==> src/design/osmc_pkg.sv <==
package osmc_pkg;

    localparam int STATE_W = 3;

    localparam logic [STATE_W-1:0] ST_ACTIVE = 3'd0;
    localparam logic [STATE_W-1:0] ST_IDLE   = 3'd1;
    localparam logic [STATE_W-1:0] ST_SLEEP  = 3'd2;
    localparam logic [STATE_W-1:0] ST_PROBE  = 3'd3;
    localparam logic [STATE_W-1:0] ST_WAKEUP = 3'd4;

    localparam int CFG_IDX_W = 3;

    localparam logic [CFG_IDX_W-1:0] CFG_MODE   = 3'd0;
    localparam logic [CFG_IDX_W-1:0] CFG_IDLE   = 3'd1;
    localparam logic [CFG_IDX_W-1:0] CFG_SLEEP  = 3'd2;
    localparam logic [CFG_IDX_W-1:0] CFG_PROBE  = 3'd3;
    localparam logic [CFG_IDX_W-1:0] CFG_WAKEUP = 3'd4;
    localparam logic [CFG_IDX_W-1:0] CFG_TPB    = 3'd5;

    localparam logic [1:0] MODE_HEAVY = 2'd1;

    localparam int TICK_W  = 24;
    localparam int TPB_W   = 16;
    localparam int BYTES_W = 24;
    localparam int CFG_W   = 24;

    // tx time = bytes * Q8.8 ticks, fraction dropped
    localparam int PROD_W = BYTES_W + TPB_W;
    localparam int TX_W   = PROD_W - 8;

    // floor(w / 100) = (w * DIV100_MUL) >> DIV100_SHIFT, exact for 24-bit w
    localparam int          DIV100_SHIFT = 31;
    localparam int          DIV100_MUL_W = 25;
    localparam logic [24:0] DIV100_MUL   = 25'd21474837;
    localparam int          GUARD_W      = TICK_W + 1;

    localparam int IN_TDATA_W  = 32;
    localparam int OUT_TDATA_W = 32;

    typedef struct packed {
        logic [BYTES_W-1:0] queue_bytes;
        logic               sleep_request;
        logic               queue_empty;
        logic               arrival;
    } in_item_t;

    typedef struct packed {
        logic [TICK_W-1:0]  ticks_left;
        logic               state_changed;
        logic [STATE_W-1:0] power_state;
    } out_item_t;

endpackage

==> src/design/onu_sleep_mode_controller.sv <==
// An accepted request is held in the input register, then in the result register.
// Throughput: one tick request per cycle unless the output stalls; the state update
// and the sleep plan (one 24x16 multiply, subtract, saturate) sit between the two
// registers.
// Reset (rst_n low, asynchronous): ACTIVE, countdown 0, latches clear, fresh entry set,
// configuration back to defaults, both pipeline registers empty.
module onu_sleep_mode_controller #(
    parameter int TIMER_BITS = 24
) (
    input  logic        clk,
    input  logic        rst_n,
    input  logic        s_axis_tvalid,
    output logic        s_axis_tready,
    // [0] arrival, [1] queue_empty, [2] sleep_request, [26:3] queue_bytes, zero pad
    input  logic [31:0] s_axis_tdata,
    output logic        m_axis_tvalid,
    input  logic        m_axis_tready,
    // [2:0] power_state, [3] state_changed, [27:4] ticks_left, zero pad
    output logic [31:0] m_axis_tdata,
    input  logic        cfg_valid,
    output logic        cfg_ready,
    input  logic [2:0]  cfg_index,
    input  logic [23:0] cfg_data
);

    localparam int SAT_W = (TIMER_BITS > osmc_pkg::TX_W) ? TIMER_BITS : osmc_pkg::TX_W;
    localparam logic [SAT_W-1:0] TIMER_MAX = (SAT_W'(1) << TIMER_BITS) - SAT_W'(1);
    localparam int DIV_PROD_W = osmc_pkg::TICK_W + osmc_pkg::DIV100_MUL_W;

    // configuration
    logic [1:0]                     mode_reg;
    logic [osmc_pkg::TICK_W-1:0]    idle_reg;
    logic [osmc_pkg::TICK_W-1:0]    sleep_reg;
    logic [osmc_pkg::TICK_W-1:0]    probe_reg;
    logic [osmc_pkg::TICK_W-1:0]    wakeup_reg;
    logic [osmc_pkg::TPB_W-1:0]     tpb_reg;
    logic [osmc_pkg::GUARD_W-1:0]   guard_reg;

    logic [DIV_PROD_W-1:0]          div_prod;
    logic [osmc_pkg::GUARD_W-1:0]   guard_next;

    // pipeline
    logic                           in_vld_reg;
    osmc_pkg::in_item_t             in_reg;
    logic                           out_vld_reg;
    osmc_pkg::out_item_t            out_reg;
    osmc_pkg::out_item_t            out_next;
    logic                           advance;

    // controller state
    logic [osmc_pkg::STATE_W-1:0]   state_reg, state_next;
    logic [TIMER_BITS-1:0]          cd_reg, cd_next, cd_dec;
    logic                           arr_reg, arr_next;
    logic                           req_reg, req_next;
    logic                           fresh_reg, fresh_next;
    logic [TIMER_BITS-1:0]          plan_reg, plan_next;
    logic                           expired;
    logic                           arr_now, req_now;

    // sleep plan
    logic [osmc_pkg::PROD_W-1:0]    tx_prod;
    logic [osmc_pkg::TX_W-1:0]      tx;
    logic [osmc_pkg::TX_W-1:0]      tx_diff;
    logic [SAT_W-1:0]               tx_ext;
    logic [TIMER_BITS-1:0]          plan_calc;

    assign cfg_ready = 1'b1;

    assign div_prod   = DIV_PROD_W'(cfg_data) * DIV_PROD_W'(osmc_pkg::DIV100_MUL);
    assign guard_next = osmc_pkg::GUARD_W'(cfg_data)
                      + osmc_pkg::GUARD_W'(div_prod >> osmc_pkg::DIV100_SHIFT);

    always_ff @(posedge clk or negedge rst_n)
    begin
        if (!rst_n)
        begin
            mode_reg   <= 2'd0;
            idle_reg   <= 24'd1000;
            sleep_reg  <= 24'd10000;
            probe_reg  <= 24'd100;
            wakeup_reg <= 24'd1000;
            tpb_reg    <= 16'd256;
            guard_reg  <= 25'd1010;
        end
        else if (cfg_valid && cfg_ready)
        begin
            unique case (cfg_index)
                osmc_pkg::CFG_MODE:   mode_reg <= cfg_data[1:0];
                osmc_pkg::CFG_IDLE:   idle_reg <= cfg_data;
                osmc_pkg::CFG_SLEEP:  sleep_reg <= cfg_data;
                osmc_pkg::CFG_PROBE:  probe_reg <= cfg_data;
                osmc_pkg::CFG_WAKEUP:
                begin
                    wakeup_reg <= cfg_data;
                    guard_reg  <= guard_next;
                end
                osmc_pkg::CFG_TPB:    tpb_reg <= cfg_data[osmc_pkg::TPB_W-1:0];
                default: ;
            endcase
        end
    end

    // handshake
    assign advance       = !out_vld_reg || m_axis_tready;
    assign s_axis_tready = !in_vld_reg || advance;

    always_ff @(posedge clk or negedge rst_n)
    begin
        if (!rst_n)
        begin
            in_vld_reg  <= 1'b0;
            out_vld_reg <= 1'b0;
        end
        else
        begin
            if (s_axis_tready)
            begin
                in_vld_reg <= s_axis_tvalid;
            end
            if (advance)
            begin
                out_vld_reg <= in_vld_reg;
            end
        end
    end

    always_ff @(posedge clk)
    begin
        if (s_axis_tvalid && s_axis_tready)
        begin
            in_reg <= s_axis_tdata[$bits(osmc_pkg::in_item_t)-1:0];
        end
        if (advance && in_vld_reg)
        begin
            out_reg <= out_next;
        end
    end

    // sleep plan from queue size
    assign tx_prod = osmc_pkg::PROD_W'(in_reg.queue_bytes) * osmc_pkg::PROD_W'(tpb_reg);
    assign tx      = tx_prod[osmc_pkg::PROD_W-1:8];
    assign tx_diff = (tx > osmc_pkg::TX_W'(guard_reg))
                   ? tx - osmc_pkg::TX_W'(guard_reg) : '0;
    assign tx_ext    = SAT_W'(tx_diff);
    assign plan_calc = TIMER_BITS'((tx_ext > TIMER_MAX) ? TIMER_MAX : tx_ext);

    assign arr_now = arr_reg | in_reg.arrival;
    assign req_now = req_reg | in_reg.sleep_request;
    assign cd_dec  = (cd_reg != '0) ? cd_reg - TIMER_BITS'(1) : cd_reg;
    assign expired = (cd_dec == '0);

    always_comb
    begin
        state_next = state_reg;
        cd_next    = cd_reg;
        arr_next   = arr_now;
        req_next   = req_now;
        fresh_next = fresh_reg;
        plan_next  = plan_reg;
        if (mode_reg == osmc_pkg::MODE_HEAVY)
        begin
            unique case (state_reg)
                osmc_pkg::ST_ACTIVE:
                begin
                    if (fresh_reg)
                    begin
                        plan_next  = plan_calc;
                        fresh_next = 1'b0;
                    end
                    if (req_now)
                    begin
                        state_next = osmc_pkg::ST_SLEEP;
                        cd_next    = plan_next;
                    end
                end
                osmc_pkg::ST_SLEEP:
                begin
                    cd_next = cd_dec;
                    if (expired)
                    begin
                        state_next = osmc_pkg::ST_WAKEUP;
                        cd_next    = TIMER_BITS'(wakeup_reg);
                    end
                end
                osmc_pkg::ST_WAKEUP:
                begin
                    cd_next = cd_dec;
                    if (expired)
                    begin
                        req_next   = 1'b0;
                        state_next = osmc_pkg::ST_ACTIVE;
                        cd_next    = '0;
                        fresh_next = 1'b1;
                    end
                end
                default:
                begin
                    state_next = osmc_pkg::ST_ACTIVE;
                    cd_next    = '0;
                    fresh_next = 1'b1;
                end
            endcase
        end
        else
        begin
            unique case (state_reg)
                osmc_pkg::ST_ACTIVE:
                begin
                    if (in_reg.queue_empty)
                    begin
                        state_next = osmc_pkg::ST_IDLE;
                        cd_next    = TIMER_BITS'(idle_reg);
                    end
                end
                osmc_pkg::ST_IDLE:
                begin
                    if (arr_now)
                    begin
                        arr_next   = 1'b0;
                        state_next = osmc_pkg::ST_ACTIVE;
                        cd_next    = '0;
                        fresh_next = 1'b1;
                    end
                    else
                    begin
                        cd_next = cd_dec;
                        if (expired)
                        begin
                            state_next = osmc_pkg::ST_SLEEP;
                            cd_next    = TIMER_BITS'(sleep_reg);
                        end
                    end
                end
                osmc_pkg::ST_SLEEP:
                begin
                    cd_next = cd_dec;
                    if (expired)
                    begin
                        state_next = osmc_pkg::ST_PROBE;
                        cd_next    = TIMER_BITS'(probe_reg);
                    end
                end
                osmc_pkg::ST_PROBE:
                begin
                    cd_next = cd_dec;
                    if (expired)
                    begin
                        if (arr_now)
                        begin
                            arr_next   = 1'b0;
                            state_next = osmc_pkg::ST_WAKEUP;
                            cd_next    = TIMER_BITS'(wakeup_reg);
                        end
                        else
                        begin
                            state_next = osmc_pkg::ST_SLEEP;
                            cd_next    = TIMER_BITS'(sleep_reg);
                        end
                    end
                end
                default:
                begin
                    cd_next = cd_dec;
                    if (expired)
                    begin
                        state_next = osmc_pkg::ST_ACTIVE;
                        cd_next    = '0;
                        fresh_next = 1'b1;
                    end
                end
            endcase
        end
    end

    always_comb
    begin
        out_next.power_state   = state_next;
        out_next.state_changed = (state_next != state_reg);
        out_next.ticks_left    = (state_next == osmc_pkg::ST_ACTIVE)
                               ? '0 : osmc_pkg::TICK_W'(cd_next);
    end

    always_ff @(posedge clk or negedge rst_n)
    begin
        if (!rst_n)
        begin
            state_reg <= osmc_pkg::ST_ACTIVE;
            cd_reg    <= '0;
            arr_reg   <= 1'b0;
            req_reg   <= 1'b0;
            fresh_reg <= 1'b1;
            plan_reg  <= '0;
        end
        else if (advance && in_vld_reg)
        begin
            state_reg <= state_next;
            cd_reg    <= cd_next;
            arr_reg   <= arr_next;
            req_reg   <= req_next;
            fresh_reg <= fresh_next;
            plan_reg  <= plan_next;
        end
    end

    assign m_axis_tvalid = out_vld_reg;
    assign m_axis_tdata  = {{(osmc_pkg::OUT_TDATA_W - $bits(osmc_pkg::out_item_t)){1'b0}},
                            out_reg};

endmodule

==> config.mk <==
export PLATFORM = sky130hd
export DESIGN_NAME = onu_sleep_mode_controller
export DESIGN_NICKNAME = d
export VERILOG_FILES = /design/src/design/osmc_pkg.sv /design/src/design/onu_sleep_mode_controller.sv
export SDC_FILE = /design/constraint.sdc
export NUM_CORES = 2
export LEC_CHECK = 0
export BUFFER_PORTS_ARGS = -buffer_cell sky130_fd_sc_hd__buf_2
export CORE_ASPECT_RATIO = 1.4
export CORE_UTILIZATION = 59
export CTS_BUF_LIST = sky130_fd_sc_hd__clkbuf_16
export CTS_CLUSTER_DIAMETER = 150
export DETAILED_ROUTE_END_ITERATION = 8
export HOLD_SLACK_MARGIN = 0.15
export PLACE_DENSITY = 0.77
export SYNTH_ARGS = -nofsm -noshare
export SYNTH_HDL_FRONTEND = slang
export SYNTH_SLANG_ARGS = --single-unit
export TNS_END_PERCENT = 10
==> constraint.sdc <==
create_clock -name clk -period 9.1 [get_ports clk]
set_clock_uncertainty 0.15 [all_clocks]
set_input_delay 0.455 -clock clk [delete_from_list [all_inputs] [get_ports clk]]
set_output_delay 0.455 -clock clk [all_outputs]
set_load 0.05 [all_outputs]
==> impl_metrics.ini <==
[clock_network]
cts_made_buffers = 29
htree_levels = 1
clock_sinks = 250
path_clk_slew_ps = 70
clock_path_buffers = 3
clkLatencyLatePin_ps = 620
cts_tree = yes
root_buffer = clkbuf_16

[synth]
syn_avg_cell_area_sq_um = 9.32
yosys.area.top_type = fa_1
synth-main-ff-cell = dfrtp_1
ys_top_cells_by_area = fa_1 28%, ha_1 14%, dfrtp_1 12%
yosysSeqAreaShare_pct = 18.2
synth_enable_flop_cells = 55
synth_top_area_share_pct = 28.2
yosys_register_bits = 250
synth_cell_types = 89
yosysWarnings = 0
synthesis.area_sq_mm = 0.0361
ys_async_sr_fraction_pct = 78.0
syn_inst = 3875

[place]
dp_hpwl_um = 87000
place_inst = 4983
port_buffers = 88
routabilityCongestion = 1.01

[cells_and_area]
nFillCells = 4524
layout_common_cells = 680 x inv_1, 500 x fa_1, 409 x nand2_1
multi_input_area_sq_mm = 0.0267
fin_cells = 5110
drive_gt1_share_pct = 18.6
final_common_cell = inv_1
area_delta_synth_final_pct = 16.2
nets = 5251
ff_latch_area_sq_mm = 0.00658
largest_reg_flops = 28

[sta]
finalWorstSetupSlack_ps = -108
setup_violations = 12
relSlewSlack_pct = 13.6
rsz0062_at_grt = true
slew_violations = 0
timing.fmax_ghz = 0.109
period_share_pct = 101
finalHoldViolCount = 0
tightest_slew_ps = 1290
fin_crit_ps = 9210

[run_status]
failed_checks = setup timing
status = finished with violations

[worst_setup_path]
path_class = reg -> reg
end_kind = register
crit_top_cell = fa_1
slowest_delay_ps = 600
critPathMaxFanout = 6
crit_arrival_ps = 9390
timing.critical_path.slowest_stage_cell = fa_1
worstPathRequired_ps = 9280
worst-path-buf-inv = 6
cp_top_family = adder cells
startpoint_type = register

[floorplan]
start_util_pct = 60.1
die_h_um = 295
num_rows = 106
die_w_um = 211
io-pin-count = 99
coreArea_sq_mm = 0.0601
die-area_sq_mm = 0.0622

[detailed_routing]
first_pass_iters = 5
wire_per_inst_um = 21.2
first_iter_violations = 2425
num_vias = 30054
drc_errors = 0
drt-total-wl_um = 108000
antenna_left = 0
viasPerCell = 5.88

[hold_path]
hold_class = in -> reg

[global_route]
grt_pass1_wl_um = 169000
overflow = 0
grt_pass1_vias = 31615
globalRouteTotalUtil_pct = 35.6
antenna_found_initial = 7
grt_max_degree = 89

[run]
drv_cap = 0
==> tightest hold or removal path: stages <==
cell	delay [ps]
buf_2	140
buf_4	160
mux2_2	140
==> final timing paths <==
path | end | startpoint | cells after the start | slack [ps]
max in group asynchronous | wakeup_reg[4]$_DFFE_PN0P_ | rst_n | 3 | 7060
min reg2reg | guard_reg[3]$_DFFE_PN0P_ | guard_reg[3]$_DFFE_PN0P_ | 2 | 330
max reg2reg | m_axis_tdata[27]$_SDFFCE_PN0P_ | in_reg[9]$_DFFE_PP_ | 35 | -110
min | sleep_reg[2]$_DFFE_PN0P_ | cfg_data[2] | 3 | 160
min in group asynchronous | m_axis_tvalid$_DFFE_PN0P_ | rst_n | 2 | 190
max | m_axis_tdata[27]$_SDFFCE_PN0P_ | in_reg[9]$_DFFE_PP_ | 35 | -110
==> synthesized netlist by cell type, types with 15 or more instances <==
cell type / n
a22o_1: 16
inv_1: 678
nand2_1: 412
nand3_1: 54
dfstp_2: 29
a21o_1: 44
and2_1: 170
mux2i_1: 21
a211oi_1: 15
fa_1: 509
xor2_1: 44
a31oi_1: 20
nand2b_1: 23
a21oi_1: 165
o211ai_1: 29
nor2_1: 170
nor2b_1: 21
o21ai_0: 166
edfxtp_1: 55
nor3_1: 54
a22oi_1: 27
xnor2_1: 65
clkbuf_1: 152
dfrtp_1: 166
ha_1: 404
mux2_2: 87
nand4_1: 36
a221oi_1: 17
==> cells by family (layout without fill, tap and decap cells) <==
kind of cell / count (synthesis) / in the layout / share of synthesized area [%]
AO/OA/AOI/OAI: 620 / 620 / 11.0
multiplexers: 108 / 108 / 3.29
XOR/XNOR: 109 / 109 / 2.64
adder cells (fa/ha/maj): 913 / 913 / 42.2
other: 2 / 8 / 0.0208
AND/OR/NAND/NOR: 1017 / 1017 / 13.5
buffers and inverters: 856 / 1275 / 9.10
flip-flops: 250 / 250 / 18.2
==> cell type report <==
class	count	share of cell area (%)
Antenna cell	3	0.0179
Clock buffer	33	1.97
Clock inverter	21	0.495
Inverter	680	6.08
Multi-Input combinational cell	2772	63.7
Sequential cell	250	15.7
Tap cell	810	2.41
Timing Repair Buffer	541	9.68
==> layer usage <==
layer,vias up,share of wire [%],GRT usage [%]
met5,-,0.012,0
met3,441,7.2,4.54
li1,13429,-,-
met1,14758,35,40.3
met2,1424,49,61.4
met4,2,8.8,26.7
==> per-stage QoR <==
stage / TNS [ps] / worst slack (ps) / hold slack, ps / util, % / cell area [sq um]
3_3_place_gp: -8320 / -304 / 258 / 66.4 / 39900
4_1_cts: 0 / 5.12 / 153 / 69.1 / 41500
2_1_floorplan: 0 / 76.1 / 9.41 / - / 36100
3_5_place_dp: -18700 / -433 / 263 / 66.4 / 39900
6_report: -499 / -108 / 162 / 69.9 / 42000
5_1_grt: -11330 / -346 / 158 / 69.9 / 42000
==> what timing repair did <==
action / 4_1_cts / 5_1_grt
gates resized for setup: 41 / 93
setup buffers: 21 / 16
gates cloned: 1 / 0
hold endpoints to repair: 68 / 0
hold buffers: 33 / 0
setup endpoints to repair: 72 / 82
pin swaps: 21 / 47
Power is left out: the tool's default activity adds up to more than one toggle a clock period on the data nets, which glitch-free logic cannot reach.
